--- src/rtl/sprite_attribute_emitter_unit_macros.svh ---
`ifndef SPRITE_ATTRIBUTE_EMITTER_UNIT_MACROS_SVH
`define SPRITE_ATTRIBUTE_EMITTER_UNIT_MACROS_SVH

`ifndef SYNTHESIS

// Antecedent implies consequent in the same cycle.
`define SAE_ASSERT_SAME(label, clk, rst, ante, cons) \
   label: assert property (@(posedge clk) disable iff (rst) (ante) |-> (cons)) \
      else $error("sae assertion failed");

// Antecedent implies consequent in the next cycle.
`define SAE_ASSERT_NEXT(label, clk, rst, ante, cons) \
   label: assert property (@(posedge clk) disable iff (rst) (ante) |=> (cons)) \
      else $error("sae assertion failed");

`else

`define SAE_ASSERT_SAME(label, clk, rst, ante, cons)
`define SAE_ASSERT_NEXT(label, clk, rst, ante, cons)

`endif

`endif

--- src/rtl/sae_pkg.sv ---
package sae_pkg;

   localparam int SLOT_COUNT = 128;
   localparam int CURSOR_W   = $clog2(SLOT_COUNT + 1);
   localparam int SLOT_W     = 7;
   localparam int POS_W      = 18;

   localparam int SCREEN_W = 240;
   localparam int SCREEN_H = 160;

   localparam logic [1:0] SHAPE_NONE = 2'd3;

   typedef enum logic [1:0] {
      STATUS_WRITTEN = 2'd0,
      STATUS_CLIPPED = 2'd1,
      STATUS_FULL    = 2'd2,
      STATUS_CLEARED = 2'd3
   } status_type;

   typedef enum logic {
      CMD_EMIT  = 1'b0,
      CMD_CLEAR = 1'b1
   } cmd_type;

   typedef struct packed {
      logic [7:0]  prio_pal_byte;
      logic [7:0]  tile_low;
      logic [7:0]  sprite_flags;
      logic [7:0]  off_y;
      logic [7:0]  off_x;
      logic [15:0] tile_base;
      logic [31:0] ext_attr;
      logic [15:0] pos_y;
      logic [15:0] pos_x;
   } req_item_type;

   typedef struct packed {
      logic                pad;
      logic [CURSOR_W-1:0] cursor_after;
      logic [15:0]         attr_third;
      logic [31:0]         attr_pair;
      logic [SLOT_W-1:0]   slot;
   } rsp_item_type;

   // object width by shape and size; shape three has no entry
   function automatic logic [6:0] obj_width(input logic [1:0] shape, input logic [1:0] size);
      logic [6:0] w;
      case ({shape, size})
         4'b00_00: w = 7'd8;
         4'b00_01: w = 7'd16;
         4'b00_10: w = 7'd32;
         4'b00_11: w = 7'd64;
         4'b01_00: w = 7'd16;
         4'b01_01: w = 7'd32;
         4'b01_10: w = 7'd32;
         4'b01_11: w = 7'd64;
         4'b10_00: w = 7'd8;
         4'b10_01: w = 7'd8;
         4'b10_10: w = 7'd16;
         4'b10_11: w = 7'd32;
         default:  w = 7'd0;
      endcase
      return w;
   endfunction

   function automatic logic [6:0] obj_height(input logic [1:0] shape, input logic [1:0] size);
      logic [6:0] h;
      case ({shape, size})
         4'b00_00: h = 7'd8;
         4'b00_01: h = 7'd16;
         4'b00_10: h = 7'd32;
         4'b00_11: h = 7'd64;
         4'b01_00: h = 7'd8;
         4'b01_01: h = 7'd8;
         4'b01_10: h = 7'd16;
         4'b01_11: h = 7'd32;
         4'b10_00: h = 7'd16;
         4'b10_01: h = 7'd32;
         4'b10_10: h = 7'd32;
         4'b10_11: h = 7'd64;
         default:  h = 7'd0;
      endcase
      return h;
   endfunction

endpackage

--- src/rtl/sprite_attribute_emitter_unit.sv ---
// Channel  Dir  tdata (bits)                        tuser
// req_     in   120: sprite record + caller context  cmd
// rsp_     out  64:  slot, attributes, cursor        status
//
// One transfer per cycle sustained while rsp_tready is high. rsp valid comes
// from the result register: the input register, then lookup/add/clip logic and
// the slot cursor feed it. Reset clears valids and the cursor to zero.
// A stalled rsp holds the result; the input register holds until it drains.
`include "sprite_attribute_emitter_unit_macros.svh"

module sprite_attribute_emitter_unit (
   input  logic         clock,
   input  logic         reset,
   input  logic         req_tvalid,
   output logic         req_tready,
   // pos_x, pos_y, ext_attr, tile_base, off_x, off_y, sprite_flags, tile_low,
   // prio_pal_byte
   input  logic [119:0] req_tdata,
   // cmd
   input  logic         req_tuser,
   output logic         rsp_tvalid,
   input  logic         rsp_tready,
   // slot, attr_pair, attr_third, cursor_after, zero pad
   output logic [63:0]  rsp_tdata,
   // status
   output logic [1:0]   rsp_tuser
);

   localparam int CW = sae_pkg::CURSOR_W;
   localparam int PW = sae_pkg::POS_W;

   logic                      s1_valid_ff;
   logic                      s1_valid_in;
   sae_pkg::req_item_type     s1_item_ff;
   sae_pkg::cmd_type          s1_cmd_ff;
   logic                      rsp_valid_ff;
   logic                      rsp_valid_in;
   sae_pkg::status_type       rsp_status_ff;
   sae_pkg::status_type       rsp_status_in;
   sae_pkg::rsp_item_type     rsp_item_ff;
   sae_pkg::rsp_item_type     rsp_item_in;
   logic [CW-1:0]             cursor_ff;
   logic [CW-1:0]             cursor_in;

   logic                      out_free;
   logic                      s1_move;
   logic                      req_xfer;

   logic [1:0]                aff;
   logic [1:0]                shape;
   logic [1:0]                size;
   logic [6:0]                w;
   logic [6:0]                h;
   logic signed [8:0]         ox;
   logic signed [8:0]         oy;
   logic signed [PW-1:0]      sx;
   logic signed [PW-1:0]      sy;
   logic signed [PW-1:0]      sx_end;
   logic signed [PW-1:0]      sy_end;
   logic [7:0]                xbox;
   logic [7:0]                ybox;
   logic [6:0]                xadj;
   logic [6:0]                yadj;
   logic                      clipped;
   logic [31:0]               pair;
   logic [15:0]               base;
   logic [15:0]               third;

   assign out_free   = !rsp_valid_ff || rsp_tready;
   assign s1_move    = s1_valid_ff && out_free;
   assign req_tready = !s1_valid_ff || out_free;
   assign req_xfer   = req_tvalid && req_tready;

   assign rsp_tvalid = rsp_valid_ff;
   assign rsp_tdata  = rsp_item_ff;
   assign rsp_tuser  = rsp_status_ff;

   // sprite datapath
   always_comb begin
      aff   = s1_item_ff.ext_attr[9:8];
      shape = s1_item_ff.sprite_flags[7:6];
      size  = s1_item_ff.sprite_flags[5:4];
      w     = sae_pkg::obj_width(shape, size);
      h     = sae_pkg::obj_height(shape, size);

      ox = {s1_item_ff.off_x[7], s1_item_ff.off_x};
      oy = {s1_item_ff.off_y[7], s1_item_ff.off_y};
      if (aff == 2'd0) begin
         if (s1_item_ff.ext_attr[28]) ox = -ox;
         if (s1_item_ff.ext_attr[29]) oy = -oy;
      end

      // double-size affine: shift back by one object size, box doubled
      if (aff[1]) begin
         xadj = w;
         yadj = h;
         xbox = {w, 1'b0};
         ybox = {h, 1'b0};
      end else begin
         xadj = 7'd0;
         yadj = 7'd0;
         xbox = {1'b0, w};
         ybox = {1'b0, h};
      end

      sx = {{(PW-16){s1_item_ff.pos_x[15]}}, s1_item_ff.pos_x}
         + {{(PW-9){ox[8]}}, ox} - {{(PW-7){1'b0}}, xadj};
      sy = {{(PW-16){s1_item_ff.pos_y[15]}}, s1_item_ff.pos_y}
         + {{(PW-9){oy[8]}}, oy} - {{(PW-7){1'b0}}, yadj};
      sx_end = sx + {{(PW-8){1'b0}}, xbox};
      sy_end = sy + {{(PW-8){1'b0}}, ybox};

      clipped = (shape == sae_pkg::SHAPE_NONE)
             || (sy >= PW'(sae_pkg::SCREEN_H)) || (sy_end <= PW'(0))
             || (sx >= PW'(sae_pkg::SCREEN_W)) || (sx_end <= PW'(0));

      pair = {7'd0, sx[8:0], 8'd0, sy[7:0]};
      pair = pair | s1_item_ff.ext_attr;
      pair = pair | {16'd0, s1_item_ff.sprite_flags[7:6], 14'd0};
      pair = pair ^ {s1_item_ff.sprite_flags[5:2], 28'd0};

      base = s1_item_ff.tile_base + {8'd0, s1_item_ff.tile_low};
      if (s1_item_ff.sprite_flags[0]) base[15:12] = 4'd0;
      third = base + {s1_item_ff.prio_pal_byte, 8'd0};
   end

   // result selection and cursor
   always_comb begin
      cursor_in     = cursor_ff;
      rsp_status_in = sae_pkg::STATUS_WRITTEN;
      rsp_item_in   = '0;
      if (s1_cmd_ff == sae_pkg::CMD_CLEAR) begin
         rsp_status_in = sae_pkg::STATUS_CLEARED;
         cursor_in     = '0;
      end else if (cursor_ff >= CW'(sae_pkg::SLOT_COUNT)) begin
         rsp_status_in = sae_pkg::STATUS_FULL;
      end else if (clipped) begin
         rsp_status_in = sae_pkg::STATUS_CLIPPED;
      end else begin
         cursor_in              = cursor_ff + CW'(1);
         rsp_item_in.slot       = cursor_ff[sae_pkg::SLOT_W-1:0];
         rsp_item_in.attr_pair  = pair;
         rsp_item_in.attr_third = third;
      end
      rsp_item_in.cursor_after = cursor_in;
   end

   always_comb begin
      s1_valid_in  = s1_valid_ff;
      rsp_valid_in = rsp_valid_ff;
      if (out_free) rsp_valid_in = s1_valid_ff;
      if (req_tready) s1_valid_in = req_tvalid;
   end

   always_ff @(posedge clock) begin
      if (reset) begin
         s1_valid_ff  <= 1'b0;
         rsp_valid_ff <= 1'b0;
         cursor_ff    <= '0;
      end else begin
         s1_valid_ff  <= s1_valid_in;
         rsp_valid_ff <= rsp_valid_in;
         if (s1_move) cursor_ff <= cursor_in;
      end
   end

   always_ff @(posedge clock) begin
      if (req_xfer) begin
         s1_item_ff <= req_tdata;
         s1_cmd_ff  <= sae_pkg::cmd_type'(req_tuser);
      end
      if (s1_move) begin
         rsp_item_ff   <= rsp_item_in;
         rsp_status_ff <= rsp_status_in;
      end
   end

   `SAE_ASSERT_SAME(a_cursor_range, clock, reset, 1'b1,
      cursor_ff <= CW'(sae_pkg::SLOT_COUNT))
   `SAE_ASSERT_NEXT(a_clear_zeroes, clock, reset,
      s1_move && rsp_status_in == sae_pkg::STATUS_CLEARED, cursor_ff == '0)
   `SAE_ASSERT_SAME(a_written_step, clock, reset,
      rsp_valid_ff && rsp_status_ff == sae_pkg::STATUS_WRITTEN,
      rsp_item_ff.cursor_after == {1'b0, rsp_item_ff.slot} + CW'(1))
   `SAE_ASSERT_SAME(a_drop_zero, clock, reset,
      rsp_valid_ff && rsp_status_ff != sae_pkg::STATUS_WRITTEN,
      rsp_item_ff.slot == '0 && rsp_item_ff.attr_pair == '0 && rsp_item_ff.attr_third == '0)
   `SAE_ASSERT_SAME(a_full_cursor, clock, reset,
      rsp_valid_ff && rsp_status_ff == sae_pkg::STATUS_FULL,
      rsp_item_ff.cursor_after == CW'(sae_pkg::SLOT_COUNT))

endmodule
--- config.mk ---
export PLATFORM = sky130hd
export DESIGN_NAME = sprite_attribute_emitter_unit
export DESIGN_NICKNAME = d
export VERILOG_FILES = /design/src/rtl/sae_pkg.sv /design/src/rtl/sprite_attribute_emitter_unit.sv
export VERILOG_INCLUDE_DIRS = /design/src /design/src/rtl
export SDC_FILE = /design/constraint.sdc
export NUM_CORES = 1
export LEC_CHECK = 0
export ABC_AREA = 1
export ABC_CLOCK_PERIOD_IN_PS = 4600
export BUFFER_PORTS_ARGS = -buffer_cell sky130_fd_sc_hd__buf_4
export CORE_MARGIN = 3
export CORE_UTILIZATION = 35
export CTS_CLUSTER_DIAMETER = 80
export DETAILED_ROUTE_END_ITERATION = 7
export PLACE_DENSITY_LB_ADDON = 0.3
export SETUP_SLACK_MARGIN = 0.02
export SYNTH_ARGS = -nofsm -noshare
export SYNTH_HDL_FRONTEND = slang
export SYNTH_SLANG_ARGS = --single-unit
--- constraint.sdc ---
create_clock -name clock -period 4.6 [get_ports clock]
set_input_delay 0.69 -clock clock [delete_from_list [all_inputs] [get_ports clock]]
set_output_delay 0.69 -clock clock [all_outputs]
set_load 0.01 [all_outputs]
# Word level (Yosys, flattened, before mapping)
# Memories as Yosys holds them, arrays and structs flattened. A register that Yosys moved wholly into a read port is not among the register bits.
# Index checks and enable logic that the tools add are counted.
# totals
output_inout_bits	68
mem_bits_ro	128
reg_bits	196
input_bits	125
elab_cells	70
memories	2
# memory_table
name	depth	width	rd	rd_ports_with_merged_regs	write_ports	line	source
(name not given)	16	4	1	1	0	sae_pkg.sv:48	case ({shape, size})
(name not given)	16	4	1	1	0	sae_pkg.sv:68	case ({shape, size})
# op_classes
n_lt_le_gt_ge	5
n_reduce_logical	13
add_sub_neg	11
n_mux	16
n_eq_ne	1
bitwise	3
# ops
cell	count
$mux W8	5
$add A18 B8 Y18	2
$ge A18 B9 Y1 const B	2
$le A18 B1 Y1 const B	2
$mux W9	4
$sub A17 B8 Y18	2
$add A16 B9 Y17	2
$or A25 B32 Y32	1
$or A32 B16 Y32	1
$xor A32 B32 Y32	1
$neg A8 Y9	2
$add A16 B16 Y16	1
$add A16 B8 Y16	1
$mux W7	2
$mux W4	3
$add A8 B1 Y8 const B	1
$ge A8 B8 Y1 const B	1
$logic_or A1 B1 Y1	6
$reduce_or A3 Y1	1
$eq A2 B2 Y1 const B	1
$logic_and A1 B1 Y1	2
$logic_not A1 Y1	2
$logic_not A2 Y1	1
$mux W1	2
$reduce_or A2 Y1	1

# Depth between registers and ports, before layout
# Gate-level depths: netlist (run 1).
# logic_depth
word_depth	13
mapped_depth	41
ltp_nobuf	40

# Least setup slack after synthesis (run 1)
# No wires, ideal clock.
# synth_timing
kind	reg-to-reg
startpoint	register s1_item_ff (netlist bit aff[1])
endpoint	register rsp_item_ff (netlist bit rsp_tdata[43]) (data pin)
stages_incl_launch_ff	34
path_slack_ps	-374
setup_time_ps	260
synth_period_minus_slack_ps	4974
arrival_ps	4715
cell_sequence	edfxtp_1 nor2_1 nand2_1 or2_2 xor2_1 fa_1 inv_1 ha_1 nand2_1 nand2_1 inv_1 nand3_1 xnor2_1 inv_1 ha_1 nand2_1 o21ai_0 a21oi_1 nor2_2 nand2_2 nor2_4 nand2_1 nand2_1 nand2_1 nor2_1 nand2_1 nor2_1 nor2_4 nand3_4 nor2_4 inv_2 buf_6 buf_12 nor2_4
# synth_via
elab_chain_len	10
elab_cells_between_ends	22
classes_between	add/sub: 6; order compare: 4; mux: 6; reduce/logical: 6
# synth_rtl
element	line	source
start, declared	sprite_attribute_emitter_unit.sv:34	sae_pkg::req_item_type s1_item_ff;
start signal, assigned	sprite_attribute_emitter_unit.sv:169	s1_item_ff <= req_tdata;
$logic_not A2 Y1	sprite_attribute_emitter_unit.sv:88	if (aff == 2'd0) begin
$mux W9	sprite_attribute_emitter_unit.sv:88	
$add A16 B9 Y17	sprite_attribute_emitter_unit.sv:109	+ {{(PW-9){oy[8]}}, oy} - {{(PW-7){1'b0}}, yadj};
$sub A17 B8 Y18	sprite_attribute_emitter_unit.sv:109	
$add A18 B8 Y18 or $ge A18 B9 Y1 (tied branches)	sprite_attribute_emitter_unit.sv:111, sprite_attribute_emitter_unit.sv:114	
$le A18 B1 Y1 or $logic_or A1 B1 Y1 (tied branches)	sprite_attribute_emitter_unit.sv:114	|| (sy >= PW'(sae_pkg::SCREEN_H)) || (sy_end <= PW'(0))
$logic_or A1 B1 Y1	sprite_attribute_emitter_unit.sv:114	
$logic_or A1 B1 Y1	sprite_attribute_emitter_unit.sv:115	|| (sx >= PW'(sae_pkg::SCREEN_W)) || (sx_end <= PW'(0));
$logic_or A1 B1 Y1 (*)	sprite_attribute_emitter_unit.sv:115	
$reduce_or A3 Y1 (no source line) (*)	-	
end signal, assigned	sprite_attribute_emitter_unit.sv:173	rsp_item_ff <= rsp_item_in;
end, declared	sprite_attribute_emitter_unit.sv:40	sae_pkg::rsp_item_type rsp_item_ff;
# Mark *: on every way between the ends. The rest lies on a longest branch, timed or not.
# A chain may end at the register's enable or synchronous reset.

# Worst setup path in the final report (run 1)
# layout_timing
startpoint	register s1_item_ff[88] in the netlist's numbering
endpoint	register rsp_item_ff (netlist bit rsp_tdata[53]) (data pin)
# layout_via
elab_chain_len	11
elab_cells_between_ends	13
classes_between	add/sub: 4; order compare: 2; mux: 2; reduce/logical: 5
# layout_rtl
element	line	source
$neg A8 Y9	sprite_attribute_emitter_unit.sv:90	if (s1_item_ff.ext_attr[29]) oy = -oy;
$mux W9	sprite_attribute_emitter_unit.sv:90	
$mux W9 (*)	sprite_attribute_emitter_unit.sv:88	
$add A16 B9 Y17 (*)	sprite_attribute_emitter_unit.sv:109	
$sub A17 B8 Y18 (*)	sprite_attribute_emitter_unit.sv:109	
$add A18 B8 Y18 or $ge A18 B9 Y1 (tied branches)	sprite_attribute_emitter_unit.sv:111, sprite_attribute_emitter_unit.sv:114	
$le A18 B1 Y1 or $logic_or A1 B1 Y1 (tied branches)	sprite_attribute_emitter_unit.sv:114	
$logic_or A1 B1 Y1 (*)	sprite_attribute_emitter_unit.sv:114	
$logic_or A1 B1 Y1 (*) (2 in a row)	sprite_attribute_emitter_unit.sv:115	
$reduce_or A3 Y1 (no source line) (*)	-	
# Marks and branches as above.

==> tab_implementation.tex, run 1 <==
\begin{tabular}{lr}
\hline
Metric & Value \\
\hline
\multicolumn{2}{l}{\textbf{Route}} \\
Vias & 10567 \\
Number of DRC markers after the initial detailed-route iteration & 444 \\
Routed WL per cell & 13.7 um \\
Vias per Instance & 4.54 \\
Final WL & 31900 um \\
Detail Route Antenna Nets & 0 \\
DRC violations left & 0 \\
TritonRoute pass-1 iters & 5 \\
\multicolumn{2}{l}{\textbf{Yosys}} \\
Post-synth EDFFs & 185 \\
Flip-flop cell with the highest count after synthesis & edfxtp\_1 \\
Mean instance size in the synthesized netlist & 8.58 um\^{}2 \\
Sequential share of the synthesized area & 47.7\% \\
Netlist cell types & 43 \\
Flip-flop and latch count after synthesis & 203 \\
YS warnings & 0 \\
Share of synthesized flip-flops with an asynchronous set or reset & 0\% \\
Gate count of the mapped netlist & 1446 \\
Mapped Area & 12400 um\^{}2 \\
Synthesized net count & 1670 \\
\multicolumn{2}{l}{\textbf{STA}} \\
RSZ-0062 raised after global routing & true \\
Max-Slew Margin vs Limit & 56.5\% \\
\# setup viols final & 72 \\
Final clock skew & 19.3 ps \\
Pin slew with the least headroom to its limit & 652 ps \\
Minimum setup slack in the final design & -478 ps \\
Number of endpoints with negative hold slack in the final report & 0 \\
Total negative setup slack & -27520 ps \\
Period utilisation layout & 110\% \\
Final critical-path required period & 5080 ps \\
Highest Clock Rate & 197 MHz \\
Max-slew violation total from the final report & 0 \\
\multicolumn{2}{l}{\textbf{Pwr}} \\
Part of the total power dissipated in the clock network & 27.4\% \\
Sw power & 2280 uW \\
Part of the power in combinational logic & 40.7\% \\
Power Internal & 4510 uW \\
Net Sw Frac & 33.6\% \\
Sequential share of power & 31.8\% \\
Peak supply drop & 0.403 mV \\
Leakage Power & 0.00837 uW \\
Power density normalized to cell area & 387 nW/um\^{}2 \\
\multicolumn{2}{l}{\textbf{Cells and area}} \\
Post-route cell area & 17600 um\^{}2 \\
Synth-to-layout area growth & 41.6\% \\
Ratio of cells with drive above 1 in the final layout & 34.4\% \\
Final core occ & 50.6\% \\
Final std cells w/o fill & 2329 \\
Total of fill cells in the finished design & 3293 \\
Antenna diode count & 0 \\
Count of nets after finishing & 2079 \\
Most frequent cells in the layout & 381 x buf\_4, 312 x nand2\_1, 259 x inv\_1, 185 x edfxtp\_1, 115 x nor2\_1 \\
Most common cell after layout, fill and taps aside & buf\_4 \\
\multicolumn{2}{l}{\textbf{Place}} \\
Pre-CTS setup slack & -590 ps \\
Post-detailed-placement half-perimeter wirelength & 23900 um \\
Number of buffer cells added on primary ports & 190 \\
Number of cells in the design after placement & 2224 \\
Cell area after placement & 15700 um\^{}2 \\
GPL Wtd Cong & 0.817 \\
\multicolumn{2}{l}{\textbf{Job}} \\
Number of maximum-capacitance constraint violations & 0 \\
\multicolumn{2}{l}{\textbf{Global route}} \\
Via count of the first global-routing pass & 10535 \\
Congestion Overflow GR & 0 \\
Antenna violations before repair & 1 \\
Global-route wire length before repair & 51200 um \\
Pin count of the biggest net entering global routing & 46 \\
GR Util All Layers & 16.5\% \\
\multicolumn{2}{l}{\textbf{Floorplan}} \\
Area of the core region & 34700 um\^{}2 \\
Die X-Extent & 194 um \\
Top-level I/O count & 193 \\
Initial Utilization & 35.7\% \\
Overall die height & 194 um \\
Site row count & 68 \\
Die Outline Area & 37700 um\^{}2 \\
\multicolumn{2}{l}{\textbf{Clock tree}} \\
Clock Pin Slew Worst Setup and Hold Paths & 60 ps \\
Clock buffer count from CTS & 25 \\
Maximum clock insertion buffer count & 3 \\
Clock sink count & 203 \\
CTS H-tree depth & 1 \\
Clock latency reported for the late side of the worst-skew pair & 550 ps \\
TritonCTS clock tree & built \\
Buffer type at the clock tree root & clkbuf\_16 \\
\multicolumn{2}{l}{\textbf{Setup path}} \\
Buffers \& Inverters on Critical Path & 9 \\
Launching element type of the critical path & flip-flop \\
Crit path capture type & flip-flop \\
Worst-path fanout max & 6 \\
Critical path start-end classification & reg -> reg \\
Largest delay contributor family on the critical path & simple AND/OR/NAND/NOR gates \\
Reg2Reg Setup Slack & -480 ps \\
Data arrival time of the critical path & 5480 ps \\
Slowest library cell on the worst path & fa\_1 \\
Required time worst endpoint & 5000 ps \\
Longest individual stage delay on the worst path & 500 ps \\
\multicolumn{2}{l}{\textbf{Hold path}} \\
Worst Hold Class & in -> reg \\
\multicolumn{2}{l}{\textbf{Outcome}} \\
Violations in the final reports & negative setup slack \\
Status & complete, but fails checks \\
\hline
\end{tabular}
cell usage after synthesis (3+ instances only):
master | n | area (um^2)
nand2_2 | 8 | 50.1
xor2_1 | 14 | 123
o21bai_1 | 4 | 30.0
ha_1 | 87 | 1090
xnor2_1 | 20 | 175
nand4_1 | 28 | 175
a21oi_2 | 3 | 26.3
nor2_2 | 7 | 43.8
inv_2 | 5 | 18.8
nand3_2 | 3 | 30.0
or2_2 | 8 | 50.1
a21oi_1 | 59 | 295
nand3_1 | 94 | 470
nand2_1 | 349 | 1310
nor2_1 | 152 | 571
fa_1 | 12 | 240
nor3_1 | 20 | 100
and2_1 | 5 | 31.3
inv_1 | 278 | 1040
buf_2 | 3 | 15.0
o211ai_1 | 4 | 30.0
o21ai_0 | 39 | 195
dfxtp_1 | 18 | 360
edfxtp_1 | 185 | 5560
nor2_4 | 14 | 158
path summary, 6_finish.rpt:
path,from,endpoint,cells after the start
worst max-delay path,s1_item_ff[88]$_DFFE_PP_,rsp_tdata[53]$_SDFFCE_PP0P_,37
worst min-delay path,req_tdata[40],aff[0]$_DFFE_PP_,1
worst max register to register,s1_item_ff[88]$_DFFE_PP_,rsp_tdata[53]$_SDFFCE_PP0P_,37
worst min register to register,rsp_tvalid$_SDFFE_PP0P_,rsp_tvalid$_SDFFE_PP0P_,2
registers in the layout, indices dropped and copies added, names as in the netlist, 2 cells and up:
| register | count |
|---|---|
| s1_item_ff | 117 |
| rsp_tdata | 63 |
| w | 4 |
| cursor_ff | 8 |
| h | 4 |
| rsp_tuser | 2 |
| aff | 2 |
power groups by stage:
stage               logic (uW)  registers, uW  clock network, uW
detailed placement        2330           2200                  0
CTS                       2570           2160               1940
floorplan                 1420           2200                  0
global placement          2290           2190                  0
global route              3090           2170               2010
finish                    2760           2160               1860
metrics by stage:
step,hold slack (ps),total power [uW]
global placement,506,4490
detailed placement,523,4520
global route,282,7270
CTS,275,6660
finish,313,6790
floorplan,445,3620
timing repair:
action / CTS / global route
resized for setup: 77 / 88
buffers inserted: 38 / 20
pin swaps: 23 / 41
hold buffers: 0 / 0
endpoints found under the hold margin: 0 / 0
endpoints found under the setup margin: 72 / 72
cloned: 3 / 2
cell families after synthesis:
kind of cell	after synthesis	share of synthesized area, %
simple gates	697	24.8
other cells	1	0.0302
flops	203	47.7
buf+inv	295	9.21
compound gates	117	5.14
fa+ha+maj	99	10.7
xor+xnor	34	2.40
final cells by class:
| class | count | area, um^2 | share of cell area (%) |
|---|---|---|---|
| flip-flops and latches | 203 | 5920 | 33.7 |
| multi-input cells | 948 | 6140 | 35.0 |
| clock inverters | 9 | 91.3 | 0.520 |
| repair buffers | 392 | 3080 | 17.6 |
| clock buffers | 37 | 681 | 3.88 |
| well taps | 455 | 569 | 3.24 |
| inverters | 285 | 1080 | 6.13 |
routing by layer:
metal	wire, um	GRT usage [%]	part of all wire, %
met4	929	5.13	2.9
met5	13	0	0.041
met1	13300	19.5	42
met3	1610	3.42	5.1
met2	16100	30.1	50
No activity file was read; power rests on OpenSTA's default activity.
==> run 2: changes to the inputs <==
REMOVE_ABC_BUFFERS = 1   (was not set)
==> tab_implementation.tex, run 2 (synthesis results as in run 1) <==
\begin{tabular}{lr}
\hline
Metric & Value \\
\hline
\multicolumn{2}{l}{\textbf{Setup path}} \\
Longest individual stage delay on the worst path & 520 ps (was 500 ps) \\
Required time worst endpoint & 4990 ps (was 5000 ps) \\
Launching element type of the critical path & flip-flop (unchanged) \\
Crit path capture type & flip-flop (unchanged) \\
Critical path start-end classification & reg -> reg (unchanged) \\
Endpoint of the worst-slack reg-to-reg timing path & rsp\_tdata[41]\$\_SDFFCE\_PP0P\_ (was rsp\_tdata[53]\$\_SDFFCE\_PP0P\_) \\
Worst-path fanout max & 5 (was 6) \\
Crit path launch & s1\_item\_ff[88]\$\_DFFE\_PP\_ (unchanged) \\
Reg-to-reg critical path startpoint & s1\_item\_ff[88]\$\_DFFE\_PP\_ (unchanged) \\
Slowest library cell on the worst path & fa\_1 (unchanged) \\
Reg2Reg Setup Slack & -560 ps (was -480 ps) \\
Capturing element of the worst setup path & rsp\_tdata[41]\$\_SDFFCE\_PP0P\_ (was rsp\_tdata[53]\$\_SDFFCE\_PP0P\_) \\
Worst Reg-to-Reg Cells & 37 (unchanged) \\
Data arrival time of the critical path & 5550 ps (was 5480 ps) \\
\multicolumn{2}{l}{\textbf{Outcome}} \\
Violations in the final reports & negative setup slack (unchanged) \\
Status & complete, but fails checks (unchanged) \\
\multicolumn{2}{l}{\textbf{Route}} \\
Routed WL per cell & 14.2 um (was 13.7 um) \\
Final WL & 33000 um (was 31900 um) \\
Vias per Instance & 4.61 (was 4.54) \\
TritonRoute pass-1 iters & 6 (was 5) \\
Vias & 10720 (was 10567) \\
Detail Route Antenna Nets & 0 (unchanged) \\
Number of DRC markers after the initial detailed-route iteration & 511 (was 444) \\
DRC violations left & 0 (unchanged) \\
\multicolumn{2}{l}{\textbf{Global route}} \\
Antenna violations before repair & 1 (unchanged) \\
Pin count of the biggest net entering global routing & 76 (was 46) \\
GR Util All Layers & 17.0\% (was 16.5\%) \\
Via count of the first global-routing pass & 10624 (was 10535) \\
Global-route wire length before repair & 52700 um (was 51200 um) \\
Congestion Overflow GR & 0 (unchanged) \\
\multicolumn{2}{l}{\textbf{STA}} \\
Highest Clock Rate & 194 MHz (was 197 MHz) \\
Max-Slew Margin vs Limit & 33.6\% (was 56.5\%) \\
Max-slew violation total from the final report & 0 (unchanged) \\
Number of endpoints with negative hold slack in the final report & 0 (unchanged) \\
Final critical-path required period & 5160 ps (was 5080 ps) \\
\# setup viols final & 72 (unchanged) \\
Final clock skew & 9.62 ps (was 19.3 ps) \\
Pin slew with the least headroom to its limit & 993 ps (was 652 ps) \\
RSZ-0062 raised after global routing & true (unchanged) \\
Minimum setup slack in the final design & -563 ps (was -478 ps) \\
Total negative setup slack & -32910 ps (was -27520 ps) \\
Period utilisation layout & 112\% (was 110\%) \\
\multicolumn{2}{l}{\textbf{Cells and area}} \\
Count of nets after finishing & 2075 (was 2079) \\
Most common cell after layout, fill and taps aside & buf\_4 (unchanged) \\
Register ranked first by flip-flop count & s1\_item\_ff (unchanged) \\
Synth-to-layout area growth & 42.1\% (was 41.6\%) \\
Final core occ & 50.8\% (was 50.6\%) \\
Largest register FFs & 117 (unchanged) \\
Antenna diode count & 0 (unchanged) \\
Final std cells w/o fill & 2325 (was 2329) \\
Ratio of cells with drive above 1 in the final layout & 34.5\% (was 34.4\%) \\
Most frequent cells in the layout & 374 x buf\_4, 316 x nand2\_1, 256 x inv\_1, 185 x edfxtp\_1, 118 x nor2\_1 (was 381 x buf\_4, 312 x nand2\_1, 259 x inv\_1, 185 x edfxtp\_1, 115 x nor2\_1) \\
\multicolumn{2}{l}{\textbf{Floorplan}} \\
Top-level I/O count & 193 (unchanged) \\
Initial Utilization & 35.7\% (unchanged) \\
Area of the core region & 34700 um\^{}2 (unchanged) \\
Overall die height & 194 um (unchanged) \\
Die Outline Area & 37700 um\^{}2 (unchanged) \\
Die X-Extent & 194 um (unchanged) \\
Site row count & 68 (unchanged) \\
\multicolumn{2}{l}{\textbf{Pwr}} \\
Leakage Power & 0.00839 uW (was 0.00837 uW) \\
Power density normalized to cell area & 393 nW/um\^{}2 (was 387 nW/um\^{}2) \\
Peak supply drop & 0.278 mV (was 0.403 mV) \\
\multicolumn{2}{l}{\textbf{Clock tree}} \\
Buffer type at the clock tree root & clkbuf\_16 (unchanged) \\
Clock Pin Slew Worst Setup and Hold Paths & 60 ps (about the same) \\
Maximum clock insertion buffer count & 3 (unchanged) \\
Clock latency reported for the late side of the worst-skew pair & 540 ps (was 550 ps) \\
CTS H-tree depth & 1 (unchanged) \\
Clock sink count & 203 (unchanged) \\
TritonCTS clock tree & built (unchanged) \\
Clock buffer count from CTS & 26 (was 25) \\
\multicolumn{2}{l}{\textbf{Hold path}} \\
Worst Hold Class & in -> reg (unchanged) \\
\multicolumn{2}{l}{\textbf{Place}} \\
Post-detailed-placement half-perimeter wirelength & 24100 um (was 23900 um) \\
Number of buffer cells added on primary ports & 190 (unchanged) \\
GPL Wtd Cong & 0.968 (was 0.817) \\
Number of cells in the design after placement & 2225 (was 2224) \\
\multicolumn{2}{l}{\textbf{Job}} \\
Number of maximum-capacitance constraint violations & 0 (unchanged) \\
\hline
\end{tabular}
-- run 2: cell types whose count changed in the layout (fill, tap and decap cells not counted), sizes merged --
| cell | before | now |
|---|---|---|
| clkinv | 7 | 8 |
| inv | 285 | 283 |
| bufinv | 1 | 2 |
| buf | 390 | 385 |
| clkinvlp | 1 | 2 |
-- run 2: critical path, delay by kind of cell (launching register included) --
kind                       cells  cell delay, ps
xor gates and xnor gates       2             340
DFF                            1             430
buffers and inverters         11            1000
and+or+nand+nor               20            1990
adders and majority gates      4            1210
-- run 2: layout make-up --
cell class | instances | area (um^2)
Tap cell | 455 | 569
Clock buffer | 37 | 723
Fill cell | 3231 | 17100
Multi-Input combinational cell | 948 | 6140
Clock inverter | 10 | 123
Timing Repair Buffer | 387 | 3070
Sequential cell | 203 | 5920
Inverter | 285 | 1080
-- run 2: how the worst min path moves through the flow --
stage	start	endpoint	cells past startpoint
after CTS	req_tdata[52]	s1_item_ff[52]$_DFFE_PP_	1
after floorplan	s1_valid_ff$_SDFFE_PP0N_	rsp_tvalid$_SDFFE_PP0P_	2
after global routing	req_tdata[45]	s1_item_ff[45]$_DFFE_PP_	1
final	reset	s1_valid_ff$_SDFFE_PP0N_	2
after global placement	s1_valid_ff$_SDFFE_PP0N_	rsp_tvalid$_SDFFE_PP0P_	2
after detailed placement	s1_valid_ff$_SDFFE_PP0N_	rsp_tvalid$_SDFFE_PP0P_	2
-- run 2: power by group --
| part | total (uW) | switching [uW] | internal, uW |
|---|---|---|---|
| clock network | 1990 | 780 | 1210 |
| registers | 2160 | 44.4 | 2120 |
| logic | 2770 | 1490 | 1280 |
-- run 2: routing by layer --
layer	vias up	track usage [%]	routed length, um
met1	4952	21.2	14000
met2	219	30.6	16600
met4	2	4.68	925
met3	57	2.88	1560
li1	5490	-	-
met5	-	0	13
-- run 2: what timing repair did --
item / CTS / global route
pin swaps: 40 / 38
resized for setup: 124 / 95
endpoints found under the setup margin: 72 / 72
gates cloned: 4 / 2
buffers inserted: 40 / 12
hold buffers: 0 / 0
-- run 2: through the flow --
step / instance area, um^2 / worst slack, ps / hold slack, ps / total power, uW
2_1_floorplan: 12300 / -873 / 445 / 3500
3_3_place_gp: 15500 / -715 / 507 / 4420
3_5_place_dp: 15500 / -837 / 521 / 4450
4_1_cts: 17200 / -423 / 292 / 6840
5_1_grt: 17600 / -908 / 299 / 7380
6_report: 17600 / -563 / 325 / 6920
